==> src/design/dirb_pkg.sv <==
`timescale 1ns / 1ps

package dirb_pkg;

    // Stream and field sizes
    localparam int MESH_W    = 16;
    localparam int FDI_W     = 32;
    localparam int BUCKET_W  = 2;
    localparam int POS_W     = 16;
    localparam int LEN_W     = 17;
    localparam int CTR_W     = 17;
    localparam int OFFSET_W  = 19;
    localparam int FBN_W     = 16;
    localparam int CFG_IDX_W = 2;
    localparam int CFG_W     = 32;
    localparam int S_DATA_W  = 56;
    localparam int M_DATA_W  = 72;

    // Output queue sizing; an item may push two words
    localparam int QUEUE_DEPTH = 4;
    localparam int QPTR_W      = $clog2(QUEUE_DEPTH);
    localparam int QCNT_W      = QPTR_W + 1;
    localparam logic [QCNT_W-1:0] QUEUE_ROOM_MAX = QCNT_W'(QUEUE_DEPTH - 2);

    // Saturation limits and reset values
    localparam logic [POS_W-1:0]    POS_CAP       = 16'hFFFF;
    localparam logic [LEN_W-1:0]    LEN_CAP       = 17'd65536;
    localparam logic [CTR_W-1:0]    CTR_CAP       = 17'h1FFFF;
    localparam logic [BUCKET_W:0]   BUCKET_LIMIT  = 3'd4;
    localparam logic [FDI_W-1:0]    MAX_DRAW_RST  = 32'd65536;
    localparam logic [FBN_W-1:0]    FIRST_NUM_RST = 16'd0;

    // Register indexes
    localparam logic [CFG_IDX_W-1:0] REG_MAX_DRAW_ITEMS     = 2'd0;
    localparam logic [CFG_IDX_W-1:0] REG_FIRST_BATCH_NUMBER = 2'd1;

    // One batch record
    typedef struct packed {
        logic [POS_W-1:0]    begin_index;
        logic [LEN_W-1:0]    item_count;
        logic [OFFSET_W-1:0] visible_count_offset;
        logic [MESH_W-1:0]   batch_mesh;
        logic [BUCKET_W-1:0] batch_bucket;
        logic                batch_double_sided;
        logic                final_batch;
    } dirb_batch_t;

    // Records pushed by one draw item
    typedef struct packed {
        logic push_first;
        logic push_second;
    } dirb_push_t;

endpackage

==> src/design/dirb_run_tracker.sv <==
`timescale 1ns / 1ps

module dirb_run_tracker (
    input  logic                             aclk,
    input  logic                             aresetn,
    input  logic                             item_accept,
    input  logic                             mesh_present,
    input  logic [dirb_pkg::MESH_W-1:0]      mesh_id,
    input  logic [dirb_pkg::FDI_W-1:0]       frame_data_index,
    input  logic [dirb_pkg::BUCKET_W-1:0]    bucket,
    input  logic                             double_sided,
    input  logic                             last_item,
    input  logic                             cfg_we,
    input  logic [dirb_pkg::CFG_IDX_W-1:0]   cfg_index,
    input  logic [dirb_pkg::CFG_W-1:0]       cfg_wdata,
    output dirb_pkg::dirb_push_t             push,
    output dirb_pkg::dirb_batch_t            rec_first,
    output dirb_pkg::dirb_batch_t            rec_second
);
    import dirb_pkg::*;

    logic [FDI_W-1:0]    max_draw_reg,  max_draw_next;
    logic [FBN_W-1:0]    first_num_reg, first_num_next;
    logic [POS_W-1:0]    pos_reg,       pos_next;
    logic                open_reg,      open_next;
    logic [MESH_W-1:0]   mesh_reg,      mesh_next;
    logic [BUCKET_W-1:0] bucket_reg,    bucket_next;
    logic                two_reg,       two_next;
    logic [POS_W-1:0]    begin_reg,     begin_next;
    logic [LEN_W-1:0]    len_reg,       len_next;
    logic [CTR_W-1:0]    ctr_reg,       ctr_next;

    logic             item_valid;
    logic             same_key;
    logic             emit_first;
    logic             emit_second;
    logic [CTR_W-1:0] ctr_mid;
    logic             open_mid;
    logic [POS_W-1:0] begin_mid;
    logic [LEN_W-1:0] len_mid;
    logic [MESH_W-1:0]   mesh_mid;
    logic [BUCKET_W-1:0] bucket_mid;
    logic                two_mid;

    // Classify the item and find run breaks
    assign item_valid = mesh_present && (frame_data_index < max_draw_reg)
                        && ({1'b0, bucket} < BUCKET_LIMIT);
    assign same_key   = item_valid && (mesh_reg == mesh_id) && (bucket_reg == bucket)
                        && (two_reg == double_sided);
    assign emit_first = open_reg && !same_key;

    // Run state after the item is folded in, before the last-item flush
    always_comb begin
        ctr_mid    = (emit_first && ctr_reg < CTR_CAP) ? ctr_reg + 1'b1 : ctr_reg;
        open_mid   = item_valid;
        begin_mid  = begin_reg;
        len_mid    = len_reg;
        mesh_mid   = mesh_reg;
        bucket_mid = bucket_reg;
        two_mid    = two_reg;
        if (item_valid) begin
            if (open_reg && same_key) begin
                if (len_reg < LEN_CAP) begin
                    len_mid = len_reg + 1'b1;
                end
            end else begin
                begin_mid  = pos_reg;
                len_mid    = {{(LEN_W-1){1'b0}}, 1'b1};
                mesh_mid   = mesh_id;
                bucket_mid = bucket;
                two_mid    = double_sided;
            end
        end
    end

    assign emit_second = last_item && open_mid;

    // Build the two candidate records
    always_comb begin
        rec_first.begin_index          = begin_reg;
        rec_first.item_count           = len_reg;
        rec_first.visible_count_offset = {ctr_reg, 2'b00};
        rec_first.batch_mesh           = mesh_reg;
        rec_first.batch_bucket         = bucket_reg;
        rec_first.batch_double_sided   = two_reg;
        rec_first.final_batch          = last_item && !item_valid;

        rec_second.begin_index          = begin_mid;
        rec_second.item_count           = len_mid;
        rec_second.visible_count_offset = {ctr_mid, 2'b00};
        rec_second.batch_mesh           = mesh_mid;
        rec_second.batch_bucket         = bucket_mid;
        rec_second.batch_double_sided   = two_mid;
        rec_second.final_batch          = 1'b1;

        push.push_first  = item_accept && emit_first;
        push.push_second = item_accept && emit_second;
    end

    // Next state: item step, else configuration write
    always_comb begin
        max_draw_next  = max_draw_reg;
        first_num_next = first_num_reg;
        pos_next       = pos_reg;
        open_next      = open_reg;
        mesh_next      = mesh_reg;
        bucket_next    = bucket_reg;
        two_next       = two_reg;
        begin_next     = begin_reg;
        len_next       = len_reg;
        ctr_next       = ctr_reg;
        if (item_accept) begin
            mesh_next   = mesh_mid;
            bucket_next = bucket_mid;
            two_next    = two_mid;
            begin_next  = begin_mid;
            len_next    = len_mid;
            if (last_item) begin
                open_next = 1'b0;
                pos_next  = '0;
                ctr_next  = {1'b0, first_num_reg};
            end else begin
                open_next = open_mid;
                ctr_next  = ctr_mid;
                if (pos_reg < POS_CAP) begin
                    pos_next = pos_reg + 1'b1;
                end
            end
        end else if (cfg_we) begin
            case (cfg_index)
                REG_MAX_DRAW_ITEMS: begin
                    max_draw_next = cfg_wdata;
                end
                REG_FIRST_BATCH_NUMBER: begin
                    first_num_next = cfg_wdata[FBN_W-1:0];
                    if (pos_reg == '0 && !open_reg) begin
                        ctr_next = {1'b0, cfg_wdata[FBN_W-1:0]};
                    end
                end
                default: begin
                end
            endcase
        end
    end

    // Hold run state and registers
    always_ff @(posedge aclk) begin
        if (!aresetn) begin
            max_draw_reg  <= MAX_DRAW_RST;
            first_num_reg <= FIRST_NUM_RST;
            pos_reg       <= '0;
            open_reg      <= 1'b0;
            mesh_reg      <= '0;
            bucket_reg    <= '0;
            two_reg       <= 1'b0;
            begin_reg     <= '0;
            len_reg       <= '0;
            ctr_reg       <= {1'b0, FIRST_NUM_RST};
        end else begin
            max_draw_reg  <= max_draw_next;
            first_num_reg <= first_num_next;
            pos_reg       <= pos_next;
            open_reg      <= open_next;
            mesh_reg      <= mesh_next;
            bucket_reg    <= bucket_next;
            two_reg       <= two_next;
            begin_reg     <= begin_next;
            len_reg       <= len_next;
            ctr_reg       <= ctr_next;
        end
    end

endmodule

==> src/design/dirb_out_queue.sv <==
`timescale 1ns / 1ps

module dirb_out_queue (
    input  logic                  aclk,
    input  logic                  aresetn,
    input  dirb_pkg::dirb_push_t  push,
    input  dirb_pkg::dirb_batch_t rec_first,
    input  dirb_pkg::dirb_batch_t rec_second,
    output logic                  room,
    output logic                  out_valid,
    input  logic                  out_ready,
    output dirb_pkg::dirb_batch_t out_rec
);
    import dirb_pkg::*;

    dirb_batch_t       slot_reg [QUEUE_DEPTH];
    logic [QPTR_W-1:0] wr_ptr_reg, wr_ptr_next;
    logic [QPTR_W-1:0] rd_ptr_reg, rd_ptr_next;
    logic [QCNT_W-1:0] count_reg,  count_next;
    logic              pop;
    logic [1:0]        push_num;
    logic [QPTR_W-1:0] wr_ptr_plus;

    // Room for the two words one item may produce
    assign room      = (count_reg <= QUEUE_ROOM_MAX);
    assign out_valid = (count_reg != '0);
    assign out_rec   = slot_reg[rd_ptr_reg];
    assign pop       = out_valid && out_ready;

    assign push_num    = {1'b0, push.push_first} + {1'b0, push.push_second};
    assign wr_ptr_plus = wr_ptr_reg + QPTR_W'(1);

    // Advance pointers and count
    always_comb begin
        wr_ptr_next = wr_ptr_reg + QPTR_W'(push_num);
        rd_ptr_next = pop ? rd_ptr_reg + QPTR_W'(1) : rd_ptr_reg;
        count_next  = count_reg + QCNT_W'(push_num) - QCNT_W'(pop);
    end

    always_ff @(posedge aclk) begin
        if (!aresetn) begin
            wr_ptr_reg <= '0;
            rd_ptr_reg <= '0;
            count_reg  <= '0;
        end else begin
            wr_ptr_reg <= wr_ptr_next;
            rd_ptr_reg <= rd_ptr_next;
            count_reg  <= count_next;
        end
    end

    // Store words, the closed run ahead of the flushed one
    always_ff @(posedge aclk) begin
        if (push.push_first) begin
            slot_reg[wr_ptr_reg] <= rec_first;
            if (push.push_second) begin
                slot_reg[wr_ptr_plus] <= rec_second;
            end
        end else if (push.push_second) begin
            slot_reg[wr_ptr_reg] <= rec_second;
        end
    end

endmodule

==> src/design/draw_item_run_batcher_unit.sv <==
`timescale 1ns / 1ps

// Draw item run batcher.
// s_ channel carries one draw item per word; s_tlast marks the final item of
// a stream. m_ channel carries one batch record per word; m_tlast marks the
// batch flushed by the final item. Consecutive valid items with the same
// mesh, bucket and double-sided flag form one batch.
// The cfg_ port writes max_draw_items (index 0) and first_batch_number
// (index 1); write only while the block is idle.
// Records are registered in the output queue and offered on m_ from there.
// Throughput: one item per cycle while the queue has room. An item that
// closes one run and flushes another yields two records, which leave one
// after the other from a four-entry output queue.
// s_tready is high while the queue has two free entries, so a stalled
// receiver backs up into the input once three or more words are pending.
// Reset clears the queue and run state and restores the register defaults
// (max_draw_items 65536, first_batch_number 0).
module draw_item_run_batcher_unit (
    input  logic                            aclk,
    input  logic                            aresetn,
    input  logic                            s_tvalid,
    output logic                            s_tready,
    // [0] mesh_present, [16:1] mesh_id, [48:17] frame_data_index,
    // [50:49] bucket, [51] double_sided, [55:52] zero
    input  logic [dirb_pkg::S_DATA_W-1:0]   s_tdata,
    input  logic                            s_tlast,
    output logic                            m_tvalid,
    input  logic                            m_tready,
    // [15:0] begin_index, [32:16] item_count, [51:33] visible_count_offset,
    // [67:52] batch_mesh, [69:68] batch_bucket, [70] batch_double_sided,
    // [71] zero
    output logic [dirb_pkg::M_DATA_W-1:0]   m_tdata,
    output logic                            m_tlast,
    input  logic                            cfg_we,
    input  logic [dirb_pkg::CFG_IDX_W-1:0]  cfg_index,
    input  logic [dirb_pkg::CFG_W-1:0]      cfg_wdata
);
    import dirb_pkg::*;

    logic        item_accept;
    logic        room;
    dirb_push_t  push;
    dirb_batch_t rec_first;
    dirb_batch_t rec_second;
    dirb_batch_t out_rec;

    assign s_tready    = room;
    assign item_accept = s_tvalid && room;

    // Track runs and build records
    dirb_run_tracker u_tracker (
        .aclk             (aclk),
        .aresetn          (aresetn),
        .item_accept      (item_accept),
        .mesh_present     (s_tdata[0]),
        .mesh_id          (s_tdata[16:1]),
        .frame_data_index (s_tdata[48:17]),
        .bucket           (s_tdata[50:49]),
        .double_sided     (s_tdata[51]),
        .last_item        (s_tlast),
        .cfg_we           (cfg_we),
        .cfg_index        (cfg_index),
        .cfg_wdata        (cfg_wdata),
        .push             (push),
        .rec_first        (rec_first),
        .rec_second       (rec_second)
    );

    // Queue records for the receiver
    dirb_out_queue u_queue (
        .aclk       (aclk),
        .aresetn    (aresetn),
        .push       (push),
        .rec_first  (rec_first),
        .rec_second (rec_second),
        .room       (room),
        .out_valid  (m_tvalid),
        .out_ready  (m_tready),
        .out_rec    (out_rec)
    );

    // Pack the output word
    assign m_tdata = {1'b0,
                      out_rec.batch_double_sided,
                      out_rec.batch_bucket,
                      out_rec.batch_mesh,
                      out_rec.visible_count_offset,
                      out_rec.item_count,
                      out_rec.begin_index};
    assign m_tlast = out_rec.final_batch;

endmodule
==> config.mk <==
export PLATFORM = sky130hd
export DESIGN_NAME = draw_item_run_batcher_unit
export DESIGN_NICKNAME = d
export VERILOG_FILES = /design/src/design/dirb_pkg.sv /design/src/design/dirb_run_tracker.sv /design/src/design/dirb_out_queue.sv /design/src/design/draw_item_run_batcher_unit.sv
export SDC_FILE = /design/constraint.sdc
export NUM_CORES = 1
export LEC_CHECK = 0
export ABC_CLOCK_PERIOD_IN_PS = 7000
export BUFFER_PORTS_ARGS = -buffer_cell sky130_fd_sc_hd__buf_2
export CAP_MARGIN = 20
export CELL_PAD_IN_SITES_DETAIL_PLACEMENT = 0
export CELL_PAD_IN_SITES_GLOBAL_PLACEMENT = 1
export CORE_MARGIN = 2
export CORE_UTILIZATION = 48
export DETAILED_ROUTE_END_ITERATION = 8
export HOLD_SLACK_MARGIN = 0.12
export PLACE_DENSITY_LB_ADDON = 0.3
export SYNTH_ARGS = -nofsm -noshare
export SYNTH_HDL_FRONTEND = slang
export SYNTH_SLANG_ARGS = --single-unit
export TNS_END_PERCENT = 5
==> constraint.sdc <==
create_clock -name aclk -period 7 [get_ports aclk]
set_input_delay 0.35 -clock aclk [delete_from_list [all_inputs] [get_ports aclk]]
set_output_delay 0.35 -clock aclk [all_outputs]
set_load 0.01 [all_outputs]
**After elaboration in Yosys (flattened, before gate mapping)**

Memories as Yosys holds them, arrays and structs flattened. A register that Yosys moved wholly into a read port is not among the register bits.
Cells that the tools add are included.
Widths: inputs -> output; s select.

- Add/sub/neg operators: 9
- Magnitude comparators: 5
- Eq/ne operators: 4
- Muxes and demuxes: 30
- Bitwise logic cells: 2
- Reduce and logical (&&, ||, !) cells: 28

Operators with widths:

| cell | number |
|---|---|
| $mux 17 | 9 |
| $mux 16 | 6 |
| $mux 70 | 1 |
| $add 17x1->17 const B | 2 |
| $lt 17x17->1 const B | 2 |
| $lt 32x32->1 | 1 |
| $add 16x1->16 const B | 1 |
| $eq 16x16->1 | 1 |
| $logic_not 16->1 | 1 |
| $lt 16x16->1 const B | 1 |
| $logic_and 1x1->1 | 14 |
| $mux 1 | 10 |
| $reduce_and 3->1 | 3 |
| $mux 2 | 4 |
| $reduce_bool 2->1 | 4 |
| $add 2x1->2 const B | 2 |
| $add 3x2->3 | 1 |
| $le 3x2->1 const B | 1 |
| $logic_not 1->1 | 3 |
| $reduce_bool 3->1 | 1 |
| $sub 3x1->3 | 1 |
| $add 1x1->2 | 1 |
| $add 2x2->2 | 1 |
| $eq 2x1->1 const B | 1 |
| 6 further kinds | 6 |

- Flip-flop bits (word level): 141
- Memory bits (writable): 280
- Output and inout bits: 75
- Logic and storage cells: 92
- Memories: 1

Memories:

| memory | words | bits a word | read ports | clocked after memory_dff | wr ports | line | source |
|---|---|---|---|---|---|---|---|
| u_queue.slot_reg | 4 | 70 | 1 | 1 | 2 | dirb_out_queue.sv:16 | `dirb_batch_t slot_reg [QUEUE_DEPTH];` |

**Longest topological paths before layout**

- Depth after elaboration: 11
- Mapped depth: 23
- Gate-level depth less buffers: 17

**Cells and area by module**

A second synthesis with hierarchy kept.

- Cell total of the unflattened synthesis: 1752
- Area total of the unflattened synthesis: 22347.7 sq um

Modules (own cells, without submodules):

| module | instances | cells each | area an instance (sq um) | seq. area each (sq um) |
|---|---|---|---|---|
| dirb_out_queue | 1 | 751 | 14549.0 | 8828.5 |
| dirb_run_tracker | 1 | 998 | 7781.2 | 2682.6 |
| draw_item_run_batcher_unit | 1 | 3 | 17.5 | 0.0 |

**Worst setup path after synthesis**

OpenSTA, ideal clock, no wires.

- Path type: input port to flip-flop
- Start point: input s_tdata[36] in the netlist's numbering
- End point: memory u_queue.slot_reg[2][61] in the netlist's numbering, data pin
- Arrival time: 5.347 ns
- Path slack: 1.521 ns
- Stages: 20
- Buffers on the path: 5
- Path through: ha_1 a21oi_1 o21a_1 o211ai_1 o41ai_4 buf_6 buf_2 nand2_1 nor2_1 inv_1 ha_1 nor2_1 and2_1 clkbuf_1 nor2_1 inv_1 a21o_1 buf_2 clkbuf_1 a22o_1

RTL lines:

| item | line | source |
|---|---|---|
| from (decl) | draw_item_run_batcher_unit.sv:25 | `input logic [dirb_pkg::S_DATA_W-1:0] s_tdata,` |
| to (decl) | dirb_out_queue.sv:16 |  |

==> reports/results.tsv <==
stage	metric	value	unit
synthesis	synth_edf_count	276	
global_routing	globalRouteOverflowTotal	0	
global_routing	grtUsageTotal	27.2	%
floorplan	pin_count	171	
layout	final_common_cell	edfxtp_1	
synthesis	async_flop_share	0	%
critical_path	endpoint_kind	flip-flop	
clocking	htreeDepth	2	
power	vdd_drop_max	0.000171	V
layout	final_cells	2840	
floorplan	fp.coreArea	45500	um^2
layout	antenna_cells	0	
synthesis	synth-simple-area-share	12.2	%
global_routing	grt_max_degree	59	
layout	mostFrequentLayoutCells	276 x edfxtp_1, 253 x nand2_1, 189 x a21oi_1	
placed_design	dpl.hpwl	40.3	mm
layout	register_area	11200	um^2
sta	rsz0062_at_grt	no	
synthesis	synthXorXnorAreaFrac	1.58	%
sta	setup_viol	0	
placed_design	dp.cells	2701	
layout	largest_reg_flops	280	
power	p_leak	8.57	nW
sta	final_hold_viol_count	0	
critical_path	cp_common_cell	buf_4	
clocking	clk_pin_slew_worst_paths	0.06	ns
floorplan	die_w	219	um
placed_design	port_buffers	163	
global_routing	grt_pass1_vias	17600	
critical_path	critPathTopFamily	compound AO/OA/AOI/OAI gates	
synthesis	synthAdderAreaFrac	2.46	%
route	antenna_left	0	
sta	period_share	79.5	%
sta	clock_skew	0.0183	ns
critical_path	criticalPathCategory	flip-flop to flip-flop	
floorplan	dieArea	47900	um^2
power	p_total	6.52	mW
clocking	clock-sinks	423	
sta	fin_setup_tns	0	ns
clocking	clockBufferDepth	3	
synthesis	yosys_most_used_dff	edfxtp_1	
synthesis	synth_top_family_by_area	compound AO/OA/AOI/OAI gates	
route	vias	18000	
critical_path	crit_slowest_cell	o41ai_4	
layout	multi_input_area	9920	um^2
critical_path	critical_path_arrival	6.01	ns
clocking	cts_root_buf	clkbuf_16	
global_routing	grt_pass1_wl	101	mm
sta	worst_slew_pin_slew	1.18	ns
sta	finalCriticalPeriod	5.57	ns
synthesis	yosysSeqAreaShare	50.6	%
placed_design	placed_area	23300	um^2
clocking	cts_setup_buffers	0	
layout	n_fill_cell	3946	
route	drc	0	
power	p_per_area	257	nW/um^2
critical_path	worstPathRequired	7.45	ns
layout	finish.instance_area	25400	um^2
clocking	cts_tree	yes	
layout	nets	2342	
synthesis	syn_area_per_cell	10.5	um^2
flow_run	cap_violations	0	
sta	slew_violations	0	
floorplan	initial_core_util	48.8	%
placed_design	dp_worst_setup_slack	1.43	ns
synthesis	ys_seq_elements	423	
floorplan	row_count	78	
critical_path	crit_chain	inv_1 > ha_1 > a21oi_1 > o21a_1 > o211ai_1 > o41ai_4 > buf_4 > nand2_1 > nor2_1 > inv_1 > ha_1 > nor2b_1 > a21o_1 > nand2b_1 > a21oi_1 > buf_4 > or2_1 > buf_4 > a22o_1	
layout	drive_above_1_share	17.3	%
route	first_pass_iters	8	
synthesis	synth_area	22200	um^2
clocking	cts-resized-gates	0	
critical_path	crit_buf_inv	5	
critical_path	reg2reg_slack	1.43	ns
layout	area_growth	14.5	%
route	vias_per_cell	6.33	
synthesis	ys_warn_count	0	
global_routing	antenna_found_initial	0	
outcome	status	completed	
placed_design	finalWeightedCongestion	0.867	
critical_path	cp_max_fo	34	
route	drt_iter0_markers	1918	
sta	fin_ws	1.43	ns
clocking	clock_latency	0.59	ns
sta	relSlewSlack	21.6	%
synthesis	synth_compound_area_share	20.2	%
critical_path	max_stage_delay	0.78	ns
route	wirelength	65.1	mm
sta	max_clock_freq	180	MHz
floorplan	die_height	219	um
clocking	cts_made_buffers	46	
synthesis	syn-instance-count	2105	
min_path	hp-class	primary input to flip-flop	
route	routedWlPerCell	22.9	um
critical_path	critPathLaunchType	flip-flop	
synthesis	synthDistinctLibCells	80	
synthesis	synth_mux_area_share	8.06	%
[worst paths after layout]
| path | to | startpoint | depth (start not counted) |
|---|---|---|---|
| min | u_tracker.max_draw_reg[16] | aresetn | 3 |
| min reg2reg | u_tracker.max_draw_reg[11] | u_tracker.max_draw_reg[11] | 2 |
| max reg2reg | u_queue.slot_reg[1][68] | u_tracker.max_draw_reg[19] | 19 |
| max | u_queue.slot_reg[1][68] | u_tracker.max_draw_reg[19] | 19 |
[through the flow]
stage	util, %	hold WS (ns)
after CTS	55.7	0.264
after floorplan	-	0.432
after detailed placement	51.2	0.447
after global placement	51.2	0.442
after global routing	55.9	0.304
final	55.9	0.294
[layer usage]
| layer | vias up | global-route usage, % | wire length (um) |
|---|---|---|---|
| li1 | 8237 | - | - |
| met1 | 8796 | 37.0 | 27500 |
| met2 | 832 | 44.6 | 30800 |
| met3 | 114 | 4.73 | 5360 |
| met4 | 0 | 7.88 | 1490 |
| met5 | - | 0 | 0 |
[synthesized netlist by cell type, types with 11 or more instances]
master | count | share of area [%]
a311oi_1 | 22 | 0.87
nor2_1 | 103 | 1.7
o21ai_0 | 90 | 2.0
or3_1 | 11 | 0.31
xnor2_1 | 34 | 1.3
and2_1 | 11 | 0.31
dfxtp_1 | 147 | 13
buf_2 | 28 | 0.63
and3_1 | 23 | 0.65
edfxtp_1 | 276 | 37
inv_1 | 57 | 0.96
a21oi_1 | 189 | 4.3
clkbuf_1 | 166 | 2.8
ha_1 | 42 | 2.4
mux4_2 | 70 | 7.1
a22o_1 | 140 | 5.5
o211ai_1 | 14 | 0.47
mux2i_1 | 21 | 0.95
a41oi_1 | 15 | 0.59
nand3_1 | 51 | 1.2
nand2b_1 | 15 | 0.42
nand4_1 | 39 | 1.1
nand2_1 | 256 | 4.3
a31oi_1 | 108 | 3.0
nor3_1 | 15 | 0.34
[worst register-to-register path, cell delays in order (launching register included)]
cell      delay, ns
dfxtp_1        0.33
inv_1          0.04
ha_1           0.30
a21oi_1        0.16
o21a_1         0.22
o211ai_1       0.17
o41ai_4        0.78
buf_4          0.40
nand2_1        0.31
nor2_1         0.28
inv_1          0.07
ha_1           0.22
nor2b_1        0.32
a21o_1         0.22
nand2b_1       0.26
a21oi_1        0.22
buf_4          0.29
or2_1          0.15
buf_4          0.43
a22o_1         0.25
[cell type report]
cell class / instances / area share (%)
clock buffers: 69 / 5.39
multi-input cells: 1416 / 39.0
well taps: 600 / 2.96
flip-flops and latches: 423 / 44.2
repair buffers: 259 / 6.90
clock inverters: 16 / 0.611
inverters: 57 / 0.862
[power breakdown]
part	switching [mW]	internal (mW)	total [mW]
registers	0.154	2.71	2.87
clock network	1.03	1.43	2.46
logic	0.639	0.551	1.19
total	1.83	4.70	6.52
[repair_timing]
action	in CTS	in global routing
setup endpoints to repair	0	0
endpoints found under the hold margin	77	0
hold buffers	51	0
[cell families after synthesis]
group                      Yosys count
other                                1
muxes                               91
adders and majority gates           43
xor gates and xnor gates            40
AOI/OAI and AO/OA                  661
buffers and inverters              268
and+or+nand+nor                    578
DFF                                423
(Power assumes the default switching activity.)
